File: config.mk
export PLATFORM = sky130hd
export DESIGN_NAME = hi_lo_multiply_divide_unit
export DESIGN_NICKNAME = d
export VERILOG_FILES = /design/src/rtl/hlmdu_pkg.sv /design/src/rtl/hi_lo_multiply_divide_unit.sv /design/src/rtl/hlmdu_dp.sv /design/src/rtl/hlmdu_ctrl.sv
export SDC_FILE = /design/constraint.sdc
export NUM_CORES = 2
export LEC_CHECK = 0
export BUFFER_PORTS_ARGS = -buffer_cell sky130_fd_sc_hd__clkbuf_2
export CORE_ASPECT_RATIO = 1.75
export CORE_MARGIN = 4
export CORE_UTILIZATION = 45
export CTS_CLUSTER_DIAMETER = 40
export DETAILED_ROUTE_END_ITERATION = 8
export HOLD_SLACK_MARGIN = 0.03
export PLACE_DENSITY = 0.67
export REMOVE_ABC_BUFFERS = 1
export SLEW_MARGIN = 20
export SYNTH_ARGS = -nofsm -noshare
export SYNTH_HDL_FRONTEND = slang
export SYNTH_HIERARCHICAL = 1
export SYNTH_SLANG_ARGS = --single-unit
File: constraint.sdc
create_clock -name clk -period 23.8 [get_ports clk]
set_input_delay 3.57 -clock clk [delete_from_list [all_inputs] [get_ports clk]]
set_output_delay 3.57 -clock clk [all_outputs]
set_load 0.03 [all_outputs]
File: src/rtl/hlmdu_pkg.sv
// ----------------------------------------------------------------------------
// hlmdu_pkg
// Shared types and constants for the HI/LO multiply-divide unit.
// ----------------------------------------------------------------------------
package hlmdu_pkg;

  localparam int unsigned WordW = 32;
  localparam int unsigned OpW   = 3;
  localparam int unsigned DivSteps = WordW;
  localparam int unsigned CntW  = $clog2(DivSteps);

  typedef enum logic [OpW-1:0] {
    OP_MULT  = 3'd0,
    OP_MULTU = 3'd1,
    OP_DIV   = 3'd2,
    OP_DIVU  = 3'd3,
    OP_MFHI  = 3'd4,
    OP_MFLO  = 3'd5,
    OP_MTHI  = 3'd6,
    OP_MTLO  = 3'd7
  } op_t;

  typedef enum logic [1:0] {
    S_IDLE = 2'd0,
    S_MUL  = 2'd1,
    S_DIV  = 2'd2,
    S_DONE = 2'd3
  } state_t;

  typedef struct packed {
    logic load;
    logic mul;
    logic div_step;
    logic commit;
  } cmd_t;

endpackage

File: src/rtl/hi_lo_multiply_divide_unit.sv
// ----------------------------------------------------------------------------
// hi_lo_multiply_divide_unit
// HI/LO multiply-divide unit: one HI/LO-class instruction per input word.
// ----------------------------------------------------------------------------
// One instruction is in flight at a time. Moves to and from HI/LO go
// from accept straight to commit, MULT/MULTU add one registered 33x33
// multiply, and DIV/DIVU run a load step, 32 iterations of the radix-2
// restoring divider and a sign-fix/commit step. The result word sits in
// an output register, so a finished word may wait for out_tready
// while the next instruction is already accepted and computed; the commit of
// that next word waits until the output register is free. A zero divisor
// writes the dividend to HI, all ones to LO and sets the flag in out_tuser.
module hi_lo_multiply_divide_unit (
  input  logic         clk,
  input  logic         rst_n,
  input  logic         in_tvalid,
  output logic         in_tready,
  input  logic [63:0]  in_tdata,   // rs_value[31:0], rt_value[63:32]
  input  logic [2:0]   in_tuser,   // op[2:0]
  output logic         out_tvalid,
  input  logic         out_tready,
  output logic [95:0]  out_tdata,  // read_value[31:0], hi_now[63:32], lo_now[95:64]
  output logic [0:0]   out_tuser   // divide_by_zero[0]
);

  hlmdu_pkg::cmd_t cmd;
  hlmdu_pkg::op_t  in_op;
  logic            out_dz;

  assign in_op = hlmdu_pkg::op_t'(in_tuser);

  hlmdu_ctrl u_ctrl (
    .clk       (clk),
    .rst_n     (rst_n),
    .in_tvalid (in_tvalid),
    .in_tready (in_tready),
    .in_op     (in_op),
    .out_tvalid(out_tvalid),
    .out_tready(out_tready),
    .cmd       (cmd)
  );

  hlmdu_dp u_dp (
    .clk     (clk),
    .rst_n   (rst_n),
    .cmd     (cmd),
    .in_op   (in_op),
    .in_rs   (in_tdata[31:0]),
    .in_rt   (in_tdata[63:32]),
    .out_data(out_tdata),
    .out_dz  (out_dz)
  );

  assign out_tuser = out_dz;

endmodule

File: src/rtl/hlmdu_dp.sv
// ----------------------------------------------------------------------------
// hlmdu_dp
// Datapath: operand capture, registered multiplier, radix-2 restoring divider,
// HI/LO registers and the result word register.
// ----------------------------------------------------------------------------
module hlmdu_dp (
  input  logic                       clk,
  input  logic                       rst_n,
  input  hlmdu_pkg::cmd_t            cmd,
  input  hlmdu_pkg::op_t             in_op,
  input  logic [hlmdu_pkg::WordW-1:0] in_rs,
  input  logic [hlmdu_pkg::WordW-1:0] in_rt,
  output logic [3*hlmdu_pkg::WordW-1:0] out_data,
  output logic                       out_dz
);

  localparam int unsigned W = hlmdu_pkg::WordW;

  hlmdu_pkg::op_t op_r;
  logic [W-1:0]   a_r;
  logic [W-1:0]   mb_r;
  logic           b_zero_r;
  logic [W-1:0]   rem_r, rem_nxt;
  logic [W-1:0]   quo_r, quo_nxt;
  logic [2*W-1:0] prod_r;
  logic [W-1:0]   hi_r, hi_nxt;
  logic [W-1:0]   lo_r, lo_nxt;
  logic [W-1:0]   rd_nxt;
  logic           dz_nxt;
  logic [3*W-1:0] out_data_r;
  logic           out_dz_r;

  logic                  sgn_mul;
  logic signed [W:0]     mul_a, mul_b;
  logic signed [2*W+1:0] prod_full;
  logic [W:0]            shifted;
  logic [W+1:0]          diff;
  logic                  neg_q, neg_r;

  assign sgn_mul   = (op_r == hlmdu_pkg::OP_MULT);
  assign mul_a     = $signed({sgn_mul & a_r[W-1], a_r});
  assign mul_b     = $signed({sgn_mul & mb_r[W-1], mb_r});
  assign prod_full = mul_a * mul_b;

  assign shifted = {rem_r, quo_r[W-1]};
  assign diff    = {1'b0, shifted} - {2'b00, mb_r};

  always_comb begin
    if (!diff[W+1]) begin
      rem_nxt = diff[W-1:0];
      quo_nxt = {quo_r[W-2:0], 1'b1};
    end else begin
      rem_nxt = shifted[W-1:0];
      quo_nxt = {quo_r[W-2:0], 1'b0};
    end
  end

  // signed divide keeps the raw divisor sign in b_neg_r
  logic b_neg_r;
  assign neg_q = (op_r == hlmdu_pkg::OP_DIV) & (a_r[W-1] ^ b_neg_r);
  assign neg_r = (op_r == hlmdu_pkg::OP_DIV) & a_r[W-1];

  always_comb begin
    hi_nxt = hi_r;
    lo_nxt = lo_r;
    rd_nxt = '0;
    dz_nxt = 1'b0;
    unique case (op_r)
      hlmdu_pkg::OP_MULT, hlmdu_pkg::OP_MULTU: begin
        hi_nxt = prod_r[2*W-1:W];
        lo_nxt = prod_r[W-1:0];
      end
      hlmdu_pkg::OP_DIV, hlmdu_pkg::OP_DIVU: begin
        if (b_zero_r) begin
          hi_nxt = a_r;
          lo_nxt = '1;
          dz_nxt = 1'b1;
        end else begin
          hi_nxt = neg_r ? (W'(0) - rem_r) : rem_r;
          lo_nxt = neg_q ? (W'(0) - quo_r) : quo_r;
        end
      end
      hlmdu_pkg::OP_MFHI: rd_nxt = hi_r;
      hlmdu_pkg::OP_MFLO: rd_nxt = lo_r;
      hlmdu_pkg::OP_MTHI: hi_nxt = a_r;
      hlmdu_pkg::OP_MTLO: lo_nxt = a_r;
      default: begin
        hi_nxt = hi_r;
      end
    endcase
  end

  always_ff @(posedge clk) begin
    if (cmd.load) begin
      op_r     <= in_op;
      a_r      <= in_rs;
      b_zero_r <= (in_rt == '0);
      b_neg_r  <= in_rt[W-1];
      rem_r    <= '0;
      if (in_op == hlmdu_pkg::OP_DIV && in_rs[W-1]) begin
        quo_r <= W'(0) - in_rs;
      end else begin
        quo_r <= in_rs;
      end
      if (in_op == hlmdu_pkg::OP_DIV && in_rt[W-1]) begin
        mb_r <= W'(0) - in_rt;
      end else begin
        mb_r <= in_rt;
      end
    end else if (cmd.div_step) begin
      rem_r <= rem_nxt;
      quo_r <= quo_nxt;
    end
    if (cmd.mul) begin
      prod_r <= prod_full[2*W-1:0];
    end
    if (cmd.commit) begin
      out_data_r <= {lo_nxt, hi_nxt, rd_nxt};
      out_dz_r   <= dz_nxt;
    end
  end

  always_ff @(posedge clk) begin
    if (!rst_n) begin
      hi_r <= '0;
      lo_r <= '0;
    end else if (cmd.commit) begin
      hi_r <= hi_nxt;
      lo_r <= lo_nxt;
    end
  end

  assign out_data = out_data_r;
  assign out_dz   = out_dz_r;

endmodule

File: src/rtl/hlmdu_ctrl.sv
// ----------------------------------------------------------------------------
// hlmdu_ctrl
// Controller: sequences operand load, multiply, divide iterations and the
// commit into the result word register; owns both handshakes.
// ----------------------------------------------------------------------------
module hlmdu_ctrl (
  input  logic            clk,
  input  logic            rst_n,
  input  logic            in_tvalid,
  output logic            in_tready,
  input  hlmdu_pkg::op_t  in_op,
  output logic            out_tvalid,
  input  logic            out_tready,
  output hlmdu_pkg::cmd_t cmd
);

  localparam int unsigned CW = hlmdu_pkg::CntW;
  localparam logic [CW-1:0] LastStep = CW'(hlmdu_pkg::DivSteps - 1);

  hlmdu_pkg::state_t state_r, state_nxt;
  logic [CW-1:0]     cnt_r, cnt_nxt;
  logic              out_valid_r, out_valid_nxt;
  logic              slot_free;

  assign slot_free = !out_valid_r || out_tready;

  always_ff @(posedge clk) begin
    if (!rst_n) begin
      state_r     <= hlmdu_pkg::S_IDLE;
      cnt_r       <= '0;
      out_valid_r <= 1'b0;
    end else begin
      state_r     <= state_nxt;
      cnt_r       <= cnt_nxt;
      out_valid_r <= out_valid_nxt;
    end
  end

  always_comb begin
    state_nxt = state_r;
    cnt_nxt   = cnt_r;
    cmd       = '0;
    in_tready = 1'b0;
    unique case (state_r)
      hlmdu_pkg::S_IDLE: begin
        in_tready = 1'b1;
        if (in_tvalid) begin
          cmd.load = 1'b1;
          cnt_nxt  = '0;
          unique case (in_op)
            hlmdu_pkg::OP_MULT, hlmdu_pkg::OP_MULTU: state_nxt = hlmdu_pkg::S_MUL;
            hlmdu_pkg::OP_DIV, hlmdu_pkg::OP_DIVU:   state_nxt = hlmdu_pkg::S_DIV;
            default:                                 state_nxt = hlmdu_pkg::S_DONE;
          endcase
        end
      end
      hlmdu_pkg::S_MUL: begin
        cmd.mul   = 1'b1;
        state_nxt = hlmdu_pkg::S_DONE;
      end
      hlmdu_pkg::S_DIV: begin
        cmd.div_step = 1'b1;
        cnt_nxt      = cnt_r + CW'(1);
        if (cnt_r == LastStep) begin
          state_nxt = hlmdu_pkg::S_DONE;
        end
      end
      hlmdu_pkg::S_DONE: begin
        if (slot_free) begin
          cmd.commit = 1'b1;
          state_nxt  = hlmdu_pkg::S_IDLE;
        end
      end
      default: state_nxt = hlmdu_pkg::S_IDLE;
    endcase
  end

  always_comb begin
    out_valid_nxt = out_valid_r;
    if (out_valid_r && out_tready) begin
      out_valid_nxt = 1'b0;
    end
    if (cmd.commit) begin
      out_valid_nxt = 1'b1;
    end
  end

  assign out_tvalid = out_valid_r;

  a_commit_shows: assert property (@(posedge clk) disable iff (!rst_n)
    cmd.commit |=> out_tvalid)
    else $error("committed word not presented");

  a_commit_no_overwrite: assert property (@(posedge clk) disable iff (!rst_n)
    cmd.commit |-> (!out_valid_r || out_tready))
    else $error("commit overwrites a pending word");

  a_div_entry: assert property (@(posedge clk) disable iff (!rst_n)
    (in_tvalid && in_tready && (in_op == hlmdu_pkg::OP_DIV || in_op == hlmdu_pkg::OP_DIVU))
      |=> (state_r == hlmdu_pkg::S_DIV && cnt_r == '0))
    else $error("divide did not start at step zero");

  a_div_exit: assert property (@(posedge clk) disable iff (!rst_n)
    (state_r == hlmdu_pkg::S_DIV && cnt_r == LastStep) |=> state_r == hlmdu_pkg::S_DONE)
    else $error("divide did not finish after last step");

endmodule
==> flow_summary.yaml <==
critical_path:
  r2r_end: "u_dp/prod_r[56]"
  critical_path_arrival_ns: 10.91
  crit_path_top_delay_cell: "and2_0"
  reg2reg_slack_ns: 13.25
  start_kind: "register"
  cp.required_ns: 24.16
  crit_type: "reg2reg"
  cp_slowest_stage_delay_ns: 0.80
  crit_path_frequent_cell: "fa_1"
  cp-end-kind: "register"
  r2r_start: "u_dp/op_r[2]"
  crit_path_max_fanout: 41
  reg2reg_depth: 30
clock_network:
  clock_latency_ns: 0.64
  clockBufferDepth: 3
  cts_buffers: 58
  cts_max_level: 2
  clockRootBuffer: "clkbuf_16"
  path_clk_slew_ns: 0.06
  holdBufCountCts: 0
  cts_tree: "built"
  clkSinkCount: 366
  ctsResizeCount: 0
  post_cts_buffers: 0
timing:
  timing.fmax_mhz: 94.8
  grt_setup_unrepaired: "false"
  maxSlewViolCount: 0
  maxSlewHeadroom: 0.185
  tightest_slew_ns: 1.22
  post-route-min-period_ns: 10.55
  fin_setup_tns_ns: 0
  hold_viol_final: 0
  finClkSkew_ns: 0.0267
  setup_viol: 0
  setup_ws_ns: 13.25
  fin_crit_sh: 0.443
global_routing:
  grt_max_degree: 157
  overflow: 0
  antenna_found_initial: 5
  grt_pass1_vias: 47100
  grt_pass1_wl_um: 277000
  grt.total_usage: 0.280
route:
  post_drt_wl_per_cell_um: 23.7
  antenna_left: 0
  post_drt_via_cell_ratio: 5.64
  firstDrtPassIters: 8
  num_vias: 43200
  drt_first_iter_violations: 3063
  wl_um: 182000
  drc: 0
layout:
  final_util: 0.488
  multi_input_area_um2: 40800
  nets: 7411
  area_growth_pct: 7.52
  drive_above_1_share: 0.0696
  ff_latch_area_um2: 9950
  fill_cells: 11600
worst_hold_path:
  hold_class: "reg2reg"
  worstHoldStart: "u_ctrl/cnt_r[0]"
  holdPathStages: 2
  hold_end: "u_ctrl/cnt_r[0]"
logic_synthesis:
  ys_ff_latch: 366
  synth_edf_count: 262
  yosysSeqAreaShare: 0.176
  synthCells: 6004
  synth_most_common_cell: "inv_1"
  synth_top_cell_by_area: "fa_1"
  yosys_warnings: 6
  netlist_area_um2: 56500
  yosys-top-cells-area: "fa_1 (40%), edfxtp_1 (14%), inv_1 (7.9%)"
  avgSynthCellArea_um2: 9.41
  synth_top_area_share: 0.399
  async_flop_share: 0
  synth_top_cells_by_count: "inv_1 (1185), fa_1 (1126), nand2_1 (945), clkbuf_1 (346), and2_1 (304)"
  post_synth_num_cell_types: 81
  synth_ff_type: "edfxtp_1"
floorplan:
  die_y_um: 477
  core_area_um2: 125000
  dieWidth_um: 276
  initial_core_util: 0.454
  fp-row-count: 171
  dieArea_um2: 132000
  io_pins: 170
placed_design:
  hpwl_um: 133000
  gp_congestion: 0.946
  io_buffers: 169
  place_ws_ns: 13.31
outcome:
  status: "finished, final reports clean"
job:
  drv_cap: 0
[layout by cell type (no fill, tap or decap), types with 33 or more instances in the layout]
cell and n:
inv_1 1185, fa_1 1126, nand2_1 944, and2_1 303, edfxtp_1 262, nor2_1 257, ha_1 253, a21oi_1 202
clkbuf_2 169, xnor2_1 132, dfxtp_1 104, o21ai_0 96, buf_4 87, xor2_1 84, nor2b_1 70, mux2i_1 67
clkbuf_16 58, nor3_1 35, a22o_1 33, a21o_1 33
[critical path, delay by kind of cell, from the launching register on]
kind,cells,cell delay [ns]
AOI/OAI and AO/OA,4,1.13
adders and majority gates,9,4.57
buffers and inverters,7,1.31
DFF,1,0.36
and+or+nand+nor,10,2.88
[metal layers]
layer | GRT usage | vias up | share of wire
met5 | 0 | - | 0.000066
met4 | 0.208 | 2 | 0.099
met3 | 0.0466 | 815 | 0.074
met2 | 0.480 | 2045 | 0.49
met1 | 0.308 | 21900 | 0.33
li1 | - | 18300 | -
[logic make-up (layout without fill, tap and decap cells)]
group,after synthesis,in the layout,synth area share
simple gates,1786,1786,0.144
mux,69,69,0.0123
fa+ha+maj,1381,1381,0.455
buf+inv,1551,1556,0.103
other cells,0,2,0
flops,366,366,0.176
compound gates,635,635,0.0753
xor+xnor,216,216,0.0335
[how the worst max path moves through the flow]
stage                             from               to
after floorplan             out_tready    u_dp/hi_r[21]
after global placement    u_dp/op_r[2]  u_dp/prod_r[56]
after detailed placement  u_dp/op_r[2]  u_dp/prod_r[56]
after CTS                 u_dp/op_r[2]  u_dp/prod_r[56]
after global routing      u_dp/op_r[2]  u_dp/prod_r[56]
final                     u_dp/op_r[2]  u_dp/prod_r[56]
[state kept, by name (all words and copies together), names as in the netlist]
name / count
u_dp/b_zero_r: 1
u_dp/out_dz: 1
u_dp/op_r: 3
u_ctrl/out_tvalid: 1
u_dp/b_neg_r: 1
u_dp/lo_r: 32
u_ctrl/cnt_r: 5
u_ctrl/state_r: 2
u_dp/mb_r: 32
u_dp/quo_r: 32
u_dp/hi_r: 32
u_dp/rem_r: 32
u_dp/a_r: 32
u_dp/prod_r: 64
u_dp/out_data: 96
[per-stage QoR]
| step | cells | hold WS (ns) | instance area [um2] |
|---|---|---|---|
| floorplan | 5641 | 0.460 | 55100 |
| global placement | 7542 | 0.473 | 58800 |
| detailed placement | 7542 | 0.484 | 58800 |
| CTS | 7652 | 0.490 | 60800 |
| global route | 7652 | 0.532 | 60800 |
| finish | 7654 | 0.492 | 60800 |
[layout make-up]
cell class	count	area share
diodes	2	0.0000824
inverters	1188	0.0734
well taps	1643	0.0338
multi-input cells	4087	0.671
clock inverters	44	0.00778
repair buffers	258	0.0252
flip-flops and latches	366	0.164
clock buffers	66	0.0249
Power is not shown: default switching activity piles up to over one toggle a cycle in this logic, so the estimate is an artifact.
